==> src/rkrt_pkg.sv <==
// ----------------------------------------------------------------------------
// rkrt_pkg
// Shared types and codes for the root key ring table: request, result and
// stored record layouts, mode and lifecycle codes.
// ----------------------------------------------------------------------------
package rkrt_pkg;

    localparam int MAX_KEYS_DEF = 8;
    localparam logic [3:0] CAP_RESET = 4'd8;

    localparam logic [2:0] MODE_FIND   = 3'd0;
    localparam logic [2:0] MODE_UPSERT = 3'd1;
    localparam logic [2:0] MODE_ROTATE = 3'd2;
    localparam logic [2:0] MODE_RETIRE = 3'd3;
    localparam logic [2:0] MODE_REVOKE = 3'd4;
    // codes with no operation behind them
    localparam logic [2:0] MODE_SPARE_LO = 3'd5;
    localparam logic [2:0] MODE_SPARE_HI = 3'd7;

    localparam logic [1:0] LIFE_ACTIVE  = 2'd0;
    localparam logic [1:0] LIFE_RETIRED = 2'd1;
    localparam logic [1:0] LIFE_REVOKED = 2'd2;
    // neither active nor revoked, stored as given
    localparam logic [1:0] LIFE_OTHER   = 2'd3;

    // stored record, one memory word per slot
    typedef struct packed {
        logic [1:0]  life;
        logic [63:0] not_after;
        logic [63:0] not_before;
        logic [3:0]  roles;
        logic [31:0] epoch;
        logic [31:0] id;
    } rec_t;

    // input item, key_id in the lowest bits
    typedef struct packed {
        logic        key_material_ok;
        logic [1:0]  rec_lifecycle;
        logic [63:0] valid_until;
        logic [63:0] valid_from;
        logic [3:0]  role_mask;
        logic [31:0] rec_epoch;
        logic [31:0] rec_key_id;
        logic [31:0] epoch;
        logic [31:0] key_id;
    } req_t;

    // result item, ok in the lowest bit
    typedef struct packed {
        logic [63:0] out_valid_until;
        logic [63:0] out_valid_from;
        logic [3:0]  out_role_mask;
        logic [1:0]  out_lifecycle;
        logic        erase_key;
        logic        store_key;
        logic [2:0]  slot;
        logic        ok;
    } res_t;

    localparam int REQ_W = $bits(req_t);
    localparam int RES_W = $bits(res_t);
    localparam int IN_TDATA_W = ((REQ_W + 7) / 8) * 8;
    localparam int OUT_TDATA_W = ((RES_W + 7) / 8) * 8;

endpackage

==> src/rkrt_ram.sv <==
// ----------------------------------------------------------------------------
// rkrt_ram
// Generic simple dual-port RAM: one write port, one read port with a
// registered read.
// ----------------------------------------------------------------------------
module rkrt_ram #(
    parameter int WIDTH = 8,
    parameter int DEPTH = 8,
    localparam int AW = (DEPTH > 1) ? $clog2(DEPTH) : 1
) (
    input  logic             clk,
    input  logic             wr_en,
    input  logic [AW-1:0]    wr_addr,
    input  logic [WIDTH-1:0] wr_data,
    input  logic             rd_en,
    input  logic [AW-1:0]    rd_addr,
    output logic [WIDTH-1:0] rd_data
);

    logic [WIDTH-1:0] mem [DEPTH];

    always_ff @(posedge clk)
    begin
        if (wr_en)
        begin
            mem[wr_addr] <= wr_data;
        end
        if (rd_en)
        begin
            rd_data <= mem[rd_addr];
        end
    end

endmodule

==> src/root_key_ring_table.sv <==
// ----------------------------------------------------------------------------
// root_key_ring_table
// Table of root-key records keyed by (key id, epoch): find, upsert, rotate,
// retire and revoke, with store and erase flags for an outside key store.
// Each item runs a linear scan over the record memory, one slot read per
// cycle below the entry count, then a decide state that sets the result and
// any write, a retire state for rotate only, and a push to the output. The next
// item is taken after the push, even if a result waits; its result then holds.
// Reset: entry count cleared, capacity limit 8; the record memory keeps no
// reset value and only slots below the count are ever read.
// ----------------------------------------------------------------------------
module root_key_ring_table #(
    parameter int MAX_KEYS = rkrt_pkg::MAX_KEYS_DEF
) (
    input  logic                               clk,
    input  logic                               rst_n,
    input  logic                               cfg_we,
    input  logic [3:0]                         cfg_wdata,     // capacity_limit
    input  logic                               s_axis_tvalid,
    output logic                               s_axis_tready,
    // key_id, epoch, rec_key_id, rec_epoch, role_mask, valid_from,
    // valid_until, rec_lifecycle, key_material_ok, zero pad
    input  logic [rkrt_pkg::IN_TDATA_W-1:0]    s_axis_tdata,
    input  logic [2:0]                         s_axis_tuser,  // mode
    output logic                               m_axis_tvalid,
    input  logic                               m_axis_tready,
    // ok, slot, store_key, erase_key, out_lifecycle, out_role_mask,
    // out_valid_from, out_valid_until, zero pad
    output logic [rkrt_pkg::OUT_TDATA_W-1:0]   m_axis_tdata
);

    import rkrt_pkg::*;

    localparam int AW = (MAX_KEYS > 1) ? $clog2(MAX_KEYS) : 1;
    localparam int CW = $clog2(MAX_KEYS + 1);
    localparam int CMPW = (CW > 4) ? CW : 4;

    localparam logic [2:0] ST_IDLE   = 3'd0;
    localparam logic [2:0] ST_SCAN   = 3'd1;
    localparam logic [2:0] ST_DECIDE = 3'd2;
    localparam logic [2:0] ST_RETIRE = 3'd3;
    localparam logic [2:0] ST_PUSH   = 3'd4;

    logic [2:0]    state_reg, state_next;
    req_t          req_reg, req_next;
    logic [2:0]    mode_reg, mode_next;
    logic [CW-1:0] scan_idx_reg, scan_idx_next;
    logic          cmp_v_reg, cmp_v_next;
    logic [AW-1:0] cmp_idx_reg, cmp_idx_next;
    logic          hit_a_reg, hit_a_next;
    logic [AW-1:0] slot_a_reg, slot_a_next;
    rec_t          rec_a_reg, rec_a_next;
    logic          hit_b_reg, hit_b_next;
    logic [AW-1:0] slot_b_reg, slot_b_next;
    logic [CW-1:0] count_reg, count_next;
    logic [3:0]    cap_reg, cap_next;
    res_t          res_reg, res_next;
    logic          out_valid_reg, out_valid_next;
    res_t          out_reg, out_next;

    logic          ram_rd_en;
    logic [AW-1:0] ram_rd_addr;
    rec_t          ram_rd_data;
    logic          ram_wr_en;
    logic [AW-1:0] ram_wr_addr;
    rec_t          ram_wr_data;

    logic          rec_ok;
    logic          can_append;
    logic          up_ok;
    logic [AW-1:0] up_slot;
    logic          rot_ok;
    rec_t          new_rec;
    logic [AW+2:0] slot_a_ext;
    logic [AW+2:0] up_slot_ext;

    rkrt_ram #(
        .WIDTH ($bits(rec_t)),
        .DEPTH (MAX_KEYS)
    ) u_rec_ram (
        .clk     (clk),
        .wr_en   (ram_wr_en),
        .wr_addr (ram_wr_addr),
        .wr_data (ram_wr_data),
        .rd_en   (ram_rd_en),
        .rd_addr (ram_rd_addr),
        .rd_data (ram_rd_data)
    );

    assign s_axis_tready = (state_reg == ST_IDLE);
    assign m_axis_tvalid = out_valid_reg;
    assign m_axis_tdata  = {{(OUT_TDATA_W - RES_W){1'b0}}, out_reg};

    // decision terms, used once the scan is done
    always_comb
    begin
        rec_ok = (req_reg.rec_key_id != '0) && (req_reg.rec_epoch != '0)
                 && (req_reg.role_mask != '0)
                 && (req_reg.valid_until > req_reg.valid_from)
                 && req_reg.key_material_ok;
        can_append = (CMPW'(count_reg) < CMPW'(cap_reg)) && (count_reg < CW'(MAX_KEYS));
        up_ok   = rec_ok && (hit_b_reg || can_append);
        up_slot = hit_b_reg ? slot_b_reg : count_reg[AW-1:0];
        rot_ok  = hit_a_reg && (rec_a_reg.life == LIFE_ACTIVE)
                  && (req_reg.rec_key_id == req_reg.key_id)
                  && (req_reg.rec_epoch > req_reg.epoch)
                  && (req_reg.rec_lifecycle == LIFE_ACTIVE) && up_ok;
        new_rec.life       = req_reg.rec_lifecycle;
        new_rec.not_after  = req_reg.valid_until;
        new_rec.not_before = req_reg.valid_from;
        new_rec.roles      = req_reg.role_mask;
        new_rec.epoch      = req_reg.rec_epoch;
        new_rec.id         = req_reg.rec_key_id;
        slot_a_ext  = {3'b000, slot_a_reg};
        up_slot_ext = {3'b000, up_slot};
    end

    always_comb
    begin
        state_next     = state_reg;
        req_next       = req_reg;
        mode_next      = mode_reg;
        scan_idx_next  = scan_idx_reg;
        cmp_v_next     = 1'b0;
        cmp_idx_next   = cmp_idx_reg;
        hit_a_next     = hit_a_reg;
        slot_a_next    = slot_a_reg;
        rec_a_next     = rec_a_reg;
        hit_b_next     = hit_b_reg;
        slot_b_next    = slot_b_reg;
        count_next     = count_reg;
        cap_next       = cfg_we ? cfg_wdata : cap_reg;
        res_next       = res_reg;
        out_valid_next = out_valid_reg;
        out_next       = out_reg;
        ram_rd_en      = 1'b0;
        ram_rd_addr    = scan_idx_reg[AW-1:0];
        ram_wr_en      = 1'b0;
        ram_wr_addr    = up_slot;
        ram_wr_data    = new_rec;

        if (out_valid_reg && m_axis_tready)
        begin
            out_valid_next = 1'b0;
        end

        // compare stage of the scan: first match for the addressed key (a)
        // and for the supplied record key (b)
        if (cmp_v_reg)
        begin
            if (!hit_a_reg && (ram_rd_data.id == req_reg.key_id)
                && (ram_rd_data.epoch == req_reg.epoch))
            begin
                hit_a_next  = 1'b1;
                slot_a_next = cmp_idx_reg;
                rec_a_next  = ram_rd_data;
            end
            if (!hit_b_reg && (ram_rd_data.id == req_reg.rec_key_id)
                && (ram_rd_data.epoch == req_reg.rec_epoch))
            begin
                hit_b_next  = 1'b1;
                slot_b_next = cmp_idx_reg;
            end
        end

        unique case (state_reg)
            ST_IDLE:
            begin
                if (s_axis_tvalid)
                begin
                    req_next      = req_t'(s_axis_tdata[REQ_W-1:0]);
                    mode_next     = s_axis_tuser;
                    scan_idx_next = '0;
                    hit_a_next    = 1'b0;
                    hit_b_next    = 1'b0;
                    state_next    = ST_SCAN;
                end
            end
            ST_SCAN:
            begin
                if (scan_idx_reg != count_reg)
                begin
                    ram_rd_en     = 1'b1;
                    cmp_v_next    = 1'b1;
                    cmp_idx_next  = scan_idx_reg[AW-1:0];
                    scan_idx_next = scan_idx_reg + 1'b1;
                end
                else
                begin
                    state_next = ST_DECIDE;
                end
            end
            ST_DECIDE:
            begin
                res_next   = '0;
                state_next = ST_PUSH;
                unique case (mode_reg)
                    MODE_FIND:
                    begin
                        if (hit_a_reg)
                        begin
                            res_next.ok              = 1'b1;
                            res_next.slot            = slot_a_ext[2:0];
                            res_next.out_lifecycle   = rec_a_reg.life;
                            res_next.out_role_mask   = rec_a_reg.roles;
                            res_next.out_valid_from  = rec_a_reg.not_before;
                            res_next.out_valid_until = rec_a_reg.not_after;
                        end
                    end
                    MODE_UPSERT:
                    begin
                        if (up_ok)
                        begin
                            ram_wr_en = 1'b1;
                            if (!hit_b_reg)
                            begin
                                count_next = count_reg + 1'b1;
                            end
                            res_next.ok        = 1'b1;
                            res_next.slot      = up_slot_ext[2:0];
                            res_next.store_key = (req_reg.rec_lifecycle != LIFE_REVOKED);
                            res_next.erase_key = (req_reg.rec_lifecycle == LIFE_REVOKED);
                        end
                    end
                    MODE_ROTATE:
                    begin
                        if (rot_ok)
                        begin
                            ram_wr_en = 1'b1;
                            if (!hit_b_reg)
                            begin
                                count_next = count_reg + 1'b1;
                            end
                            res_next.ok        = 1'b1;
                            res_next.slot      = up_slot_ext[2:0];
                            res_next.store_key = 1'b1;
                            state_next         = ST_RETIRE;
                        end
                    end
                    MODE_RETIRE:
                    begin
                        if (hit_a_reg && (rec_a_reg.life != LIFE_REVOKED))
                        begin
                            ram_wr_en        = 1'b1;
                            ram_wr_addr      = slot_a_reg;
                            ram_wr_data      = rec_a_reg;
                            ram_wr_data.life = LIFE_RETIRED;
                            res_next.ok      = 1'b1;
                            res_next.slot    = slot_a_ext[2:0];
                        end
                    end
                    MODE_REVOKE:
                    begin
                        if (hit_a_reg)
                        begin
                            ram_wr_en          = 1'b1;
                            ram_wr_addr        = slot_a_reg;
                            ram_wr_data        = rec_a_reg;
                            ram_wr_data.life   = LIFE_REVOKED;
                            res_next.ok        = 1'b1;
                            res_next.slot      = slot_a_ext[2:0];
                            res_next.erase_key = 1'b1;
                        end
                    end
                    default:
                    begin
                        res_next = '0;
                    end
                endcase
            end
            ST_RETIRE:
            begin
                // current entry of a rotate, distinct from the replacement slot
                ram_wr_en        = 1'b1;
                ram_wr_addr      = slot_a_reg;
                ram_wr_data      = rec_a_reg;
                ram_wr_data.life = LIFE_RETIRED;
                state_next       = ST_PUSH;
            end
            ST_PUSH:
            begin
                if (!out_valid_reg || m_axis_tready)
                begin
                    out_next       = res_reg;
                    out_valid_next = 1'b1;
                    state_next     = ST_IDLE;
                end
            end
            default:
            begin
                state_next = ST_IDLE;
            end
        endcase
    end

    always_ff @(posedge clk or negedge rst_n)
    begin
        if (!rst_n)
        begin
            state_reg     <= ST_IDLE;
            cmp_v_reg     <= 1'b0;
            count_reg     <= '0;
            cap_reg       <= CAP_RESET;
            out_valid_reg <= 1'b0;
            hit_a_reg     <= 1'b0;
            hit_b_reg     <= 1'b0;
        end
        else
        begin
            state_reg     <= state_next;
            cmp_v_reg     <= cmp_v_next;
            count_reg     <= count_next;
            cap_reg       <= cap_next;
            out_valid_reg <= out_valid_next;
            hit_a_reg     <= hit_a_next;
            hit_b_reg     <= hit_b_next;
        end
    end

    always_ff @(posedge clk)
    begin
        req_reg      <= req_next;
        mode_reg     <= mode_next;
        scan_idx_reg <= scan_idx_next;
        cmp_idx_reg  <= cmp_idx_next;
        slot_a_reg   <= slot_a_next;
        rec_a_reg    <= rec_a_next;
        slot_b_reg   <= slot_b_next;
        res_reg      <= res_next;
        out_reg      <= out_next;
    end

endmodule

==> config.mk <==
export PLATFORM = sky130hd
export DESIGN_NAME = root_key_ring_table
export DESIGN_NICKNAME = d
export VERILOG_FILES = /design/src/rkrt_pkg.sv /design/src/rkrt_ram.sv /design/src/root_key_ring_table.sv
export SDC_FILE = /design/constraint.sdc
export NUM_CORES = 2
export LEC_CHECK = 0
export BUFFER_PORTS_ARGS = -buffer_cell sky130_fd_sc_hd__buf_4
export CAP_MARGIN = 20
export CORE_AREA = 2 2 548 278
export CTS_CLUSTER_DIAMETER = 30
export DETAILED_ROUTE_END_ITERATION = 8
export DIE_AREA = 0 0 550 280
export PLACE_DENSITY = 0.91
export SETUP_SLACK_MARGIN = 0.2
export SKIP_LAST_GASP = 1
export SLEW_MARGIN = 20
export SYNTH_ARGS = -nofsm -noshare
export SYNTH_HDL_FRONTEND = slang
export SYNTH_SLANG_ARGS = --single-unit
==> constraint.sdc <==
create_clock -name clk -period 71.3 [get_ports clk]
set_input_delay 7.13 -clock clk [delete_from_list [all_inputs] [get_ports clk]]
set_output_delay 7.13 -clock clk [all_outputs]
set_load 0.05 [all_outputs]
==> results.sh <==
export IMPL_status="finished, final reports clean"
export IMPL_cts_path_max_buffers=4
export IMPL_grt_remaining_overflow=0
export IMPL_finish_instance_area_um2=110400
export IMPL_setup_worst_path_start_class="flip-flop"
export IMPL_vias_in_the_first_global_route=51000
export IMPL_final_layout_size_suffix_gt1_share_pct=27.26
export IMPL_worst_hold_startpoint="u_rec_ram.rd_data[99]$_DFFE_PP_"
export IMPL_placed_area_um2=102200
export IMPL_syn2layout_area_growth_pct=14.45
export IMPL_synth_compound_area_share_pct=1.329
export IMPL_crit_type="reg -> out"
export IMPL_synth_mux_area_fraction_pct=11.61
export IMPL_yosys_warnings=0
export IMPL_worst_endpoint_arrival_ns=2.62
export IMPL_via_per_inst=6.832
export IMPL_commonest_non_fill_non_tap_cell_in_the_layout="sky130_fd_sc_hd__edfxtp_1"
export IMPL_busiest_layer_in_global_routing="met2"
export IMPL_cts_reportedPaths_clkPinSlew_ns=0.07
export IMPL_floorplan_initialDensity_pct=64.37
export IMPL_vias=51110
export IMPL_fillerInstances=7809
export IMPL_tritoncts_num_sinks=2554
export IMPL_detail_route_wirelength_mm=259.0
export IMPL_design_die_area_um2=154000
export IMPL_count_of_buffers_added_by_post_cts_timing_repair_for_setup=0
export IMPL_numPortBuffers=416
export IMPL_number_of_violations_of_the_max_capacitance_limit=0
export IMPL_most_common_layout_cells="sky130_fd_sc_hd__edfxtp_1, sky130_fd_sc_hd__nand2_1, sky130_fd_sc_hd__buf_4"
export IMPL_place_detailed_hpwl_mm=144.2
export IMPL_synth_xor_xnor_area_share_pct=1.207
export IMPL_timing_final_setup_violations=0
export IMPL_finalWorstSetupSlack_ns=61.55
export IMPL_hold_buffers=0
export IMPL_syn_inst=4713
export IMPL_groute_usage_overall_pct=33.56
export IMPL_grt_antenna_before_repair=19
export IMPL_timing_worst_slew_pin_value_ns=1.181
export IMPL_power_density_relative_to_cell_area_nw_per_um2=40.14
export IMPL_ys_async_sr_fraction_pct=0.5873
export IMPL_crit_fanout=10
export IMPL_critical_path_endpoint_type="primary output"
export IMPL_final_setup_skew_ns=0.09791
export IMPL_synth_fa_ha_area_share_pct=1.310
export IMPL_dpl_worst_slack_ns=61.05
export IMPL_whs_path_depth=0
export IMPL_synth_cell_type_count=61
export IMPL_cts_resized_gates=0
export IMPL_wire_length_of_the_first_global_routing_pass_mm=364.0
export IMPL_final_period_utilization_pct=13.68
export IMPL_drc=0
export IMPL_place_congestion=0.9767
export IMPL_min_path_type="reg -> reg"
export IMPL_grt_util_met1_pct=46.85
export IMPL_tritoncts="done"
export IMPL_grt_max_degree=156
export IMPL_clk_lat_worst_skew_ns=0.88
export IMPL_synth_flop_type="sky130_fd_sc_hd__edfxtp_1"
export IMPL_floorplan_die_height_um=280
export IMPL_main_combinational_cell_family_by_area_after_synthesis="multiplexers"
export IMPL_vdd_ir_drop_worst_mv=0.04388
export IMPL_post_drt_wl_per_cell_um=34.62
export IMPL_max_slew_margin_pct=20.72
export IMPL_grt_setup_unrepaired="false"
export IMPL_setup_reg_to_reg_worst_slack_ns=63.02
export IMPL_timing_reg2reg_worst_path_depth=14
export IMPL_timing_final_max_slew_violations=0
export IMPL_residual_antenna_violating_net_count_after_detailed_routing=0
export IMPL_synth_seq_cells=2554
export IMPL_grtUsageMet2_pct=50.53
export IMPL_clock_root_buffer="sky130_fd_sc_hd__clkbuf_16"
export IMPL_worst_ep_required_time_ns=64.17
export IMPL_number_of_cell_rows=101
export IMPL_regMostFlops="u_rec_ram.mem"
export IMPL_synth_edf_count=2539
export IMPL_number_of_flip_flops_in_the_largest_register=1584
export IMPL_gr_usage_met3_pct=10.87
export IMPL_synth_area_in_simple_gates_pct=3.900
export IMPL_max_freq_ghz=0.1025
export IMPL_ioPinCount=422
export IMPL_rr_endpoint="u_rec_ram.mem[1][195]$_DFFE_PP_"
export IMPL_synth_avg_cell_area_um2=20.47
export IMPL_drt_pass1_iterations=6
export IMPL_final_period_minus_worst_setup_slack_ns=9.755
export IMPL_die_width_um=550
export IMPL_first_iter_violations=8280
export IMPL_finish_net_count=5647
export IMPL_timing_final_hold_violations=0
export IMPL_cts_inserted_buffers=246
export IMPL_setup_total_negative_slack_ns=0
export IMPL_leakage_nw=36.79
export IMPL_h_tree_depth=4
export IMPL_rr_startpoint="new_rec[179]$_DFFE_PP_"
export IMPL_core_um2=149900
export IMPL_holdPathEnd="rec_a_reg[99]$_DFFE_PP_"
export IMPL_synth_seq_area_share_pct=79.42
export IMPL_syn_cell_area_um2=96480
==> Yosys cell counts, types with 14 or more instances <==
master                     count  area share [%]
sky130_fd_sc_hd__inv_1       134            0.52
sky130_fd_sc_hd__clkbuf_1    132            0.51
sky130_fd_sc_hd__nand4_1      52            0.34
sky130_fd_sc_hd__and2_1      134            0.87
sky130_fd_sc_hd__ha_1        101             1.3
sky130_fd_sc_hd__xnor2_1     118             1.1
sky130_fd_sc_hd__nor2_1       32            0.12
sky130_fd_sc_hd__nand3_1      21            0.11
sky130_fd_sc_hd__mux4_2      396             9.2
sky130_fd_sc_hd__mux2_2      199             2.3
sky130_fd_sc_hd__o21ai_0      94            0.49
sky130_fd_sc_hd__edfxtp_1   2539              79
sky130_fd_sc_hd__nand2_1     485             1.9
sky130_fd_sc_hd__buf_1        39            0.15
sky130_fd_sc_hd__xor2_1       15            0.14
sky130_fd_sc_hd__dfrtp_1      14            0.36
sky130_fd_sc_hd__a21oi_1      38            0.20
sky130_fd_sc_hd__nor4_1       36            0.23
==> worst max-delay path by stage <==
stage | from | to | slack (ns) | depth (start not counted)
3_3_place_gp | m_axis_tready | m_axis_tdata[114]$_DFFE_PP_ | 61.18 | 5
5_1_grt | state_reg[0]$_DFFE_PN0P_ | s_axis_tready | 61.55 | 2
6_report | state_reg[0]$_DFFE_PN0P_ | s_axis_tready | 61.55 | 2
2_1_floorplan | new_rec[193]$_DFFE_PP_ | u_rec_ram.mem[0][0]$_DFFE_PP_ | 48.97 | 9
3_5_place_dp | m_axis_tready | m_axis_tdata[113]$_DFFE_PP_ | 61.05 | 5
4_1_cts | state_reg[0]$_DFFE_PN0P_ | s_axis_tready | 61.61 | 2
==> where the power goes <==
part	total, mW	switching [mW]	internal [mW]
Combinational	1.02	0.629	0.388
Clock	1.32	0.599	0.725
Sequential	2.09	0.122	1.97
Total	4.43	1.35	3.08
==> area by class of cell <==
cell class | count | area (um2) | share of cell area [%]
Clock buffer | 289 | 6317 | 5.721
Inverter | 134 | 510.5 | 0.4623
Tap cell | 2008 | 2512 | 2.275
Multi-Input combinational cell | 1852 | 18800 | 17.03
Timing Repair Buffer | 482 | 3837 | 3.475
Sequential cell | 2554 | 76620 | 69.39
Clock inverter | 159 | 1812 | 1.641
Antenna cell | 3 | 7.507 | 0.006799
==> critical path: stages, from the launching register on <==
cell and delay, ns:
sky130_fd_sc_hd__dfrtp_1 0.58, sky130_fd_sc_hd__nor3_1 0.82, sky130_fd_sc_hd__buf_4 0.34
==> per-stage QoR <==
stage | power, mW | hold WS [ns] | util, % | instances
after global routing | 4.544 | 0.3755 | 73.67 | 7479
final | 4.433 | 0.3566 | 73.67 | 7481
after floorplan | 2.772 | 0.4003 | - | 4716
after CTS | 4.413 | 0.3716 | 73.63 | 7476
after detailed placement | 3.081 | 0.4045 | 68.20 | 7028
after global placement | 3.026 | 0.4001 | 68.20 | 7028
==> cell families after synthesis <==
group | Yosys count
and+or+nand+nor | 806
AOI/OAI and AO/OA | 209
buffers and inverters | 310
other | 1
DFF | 2554
muxes | 599
xor gates and xnor gates | 133
adders and majority gates | 101
==> routing by layer <==
metal	up-vias	share of wire [%]
li1	19870	-
met1	25910	36
met2	4549	46
met3	756	14
met4	24	4.0
met5	-	0.15
No activity file was read; power rests on OpenSTA's default activity.
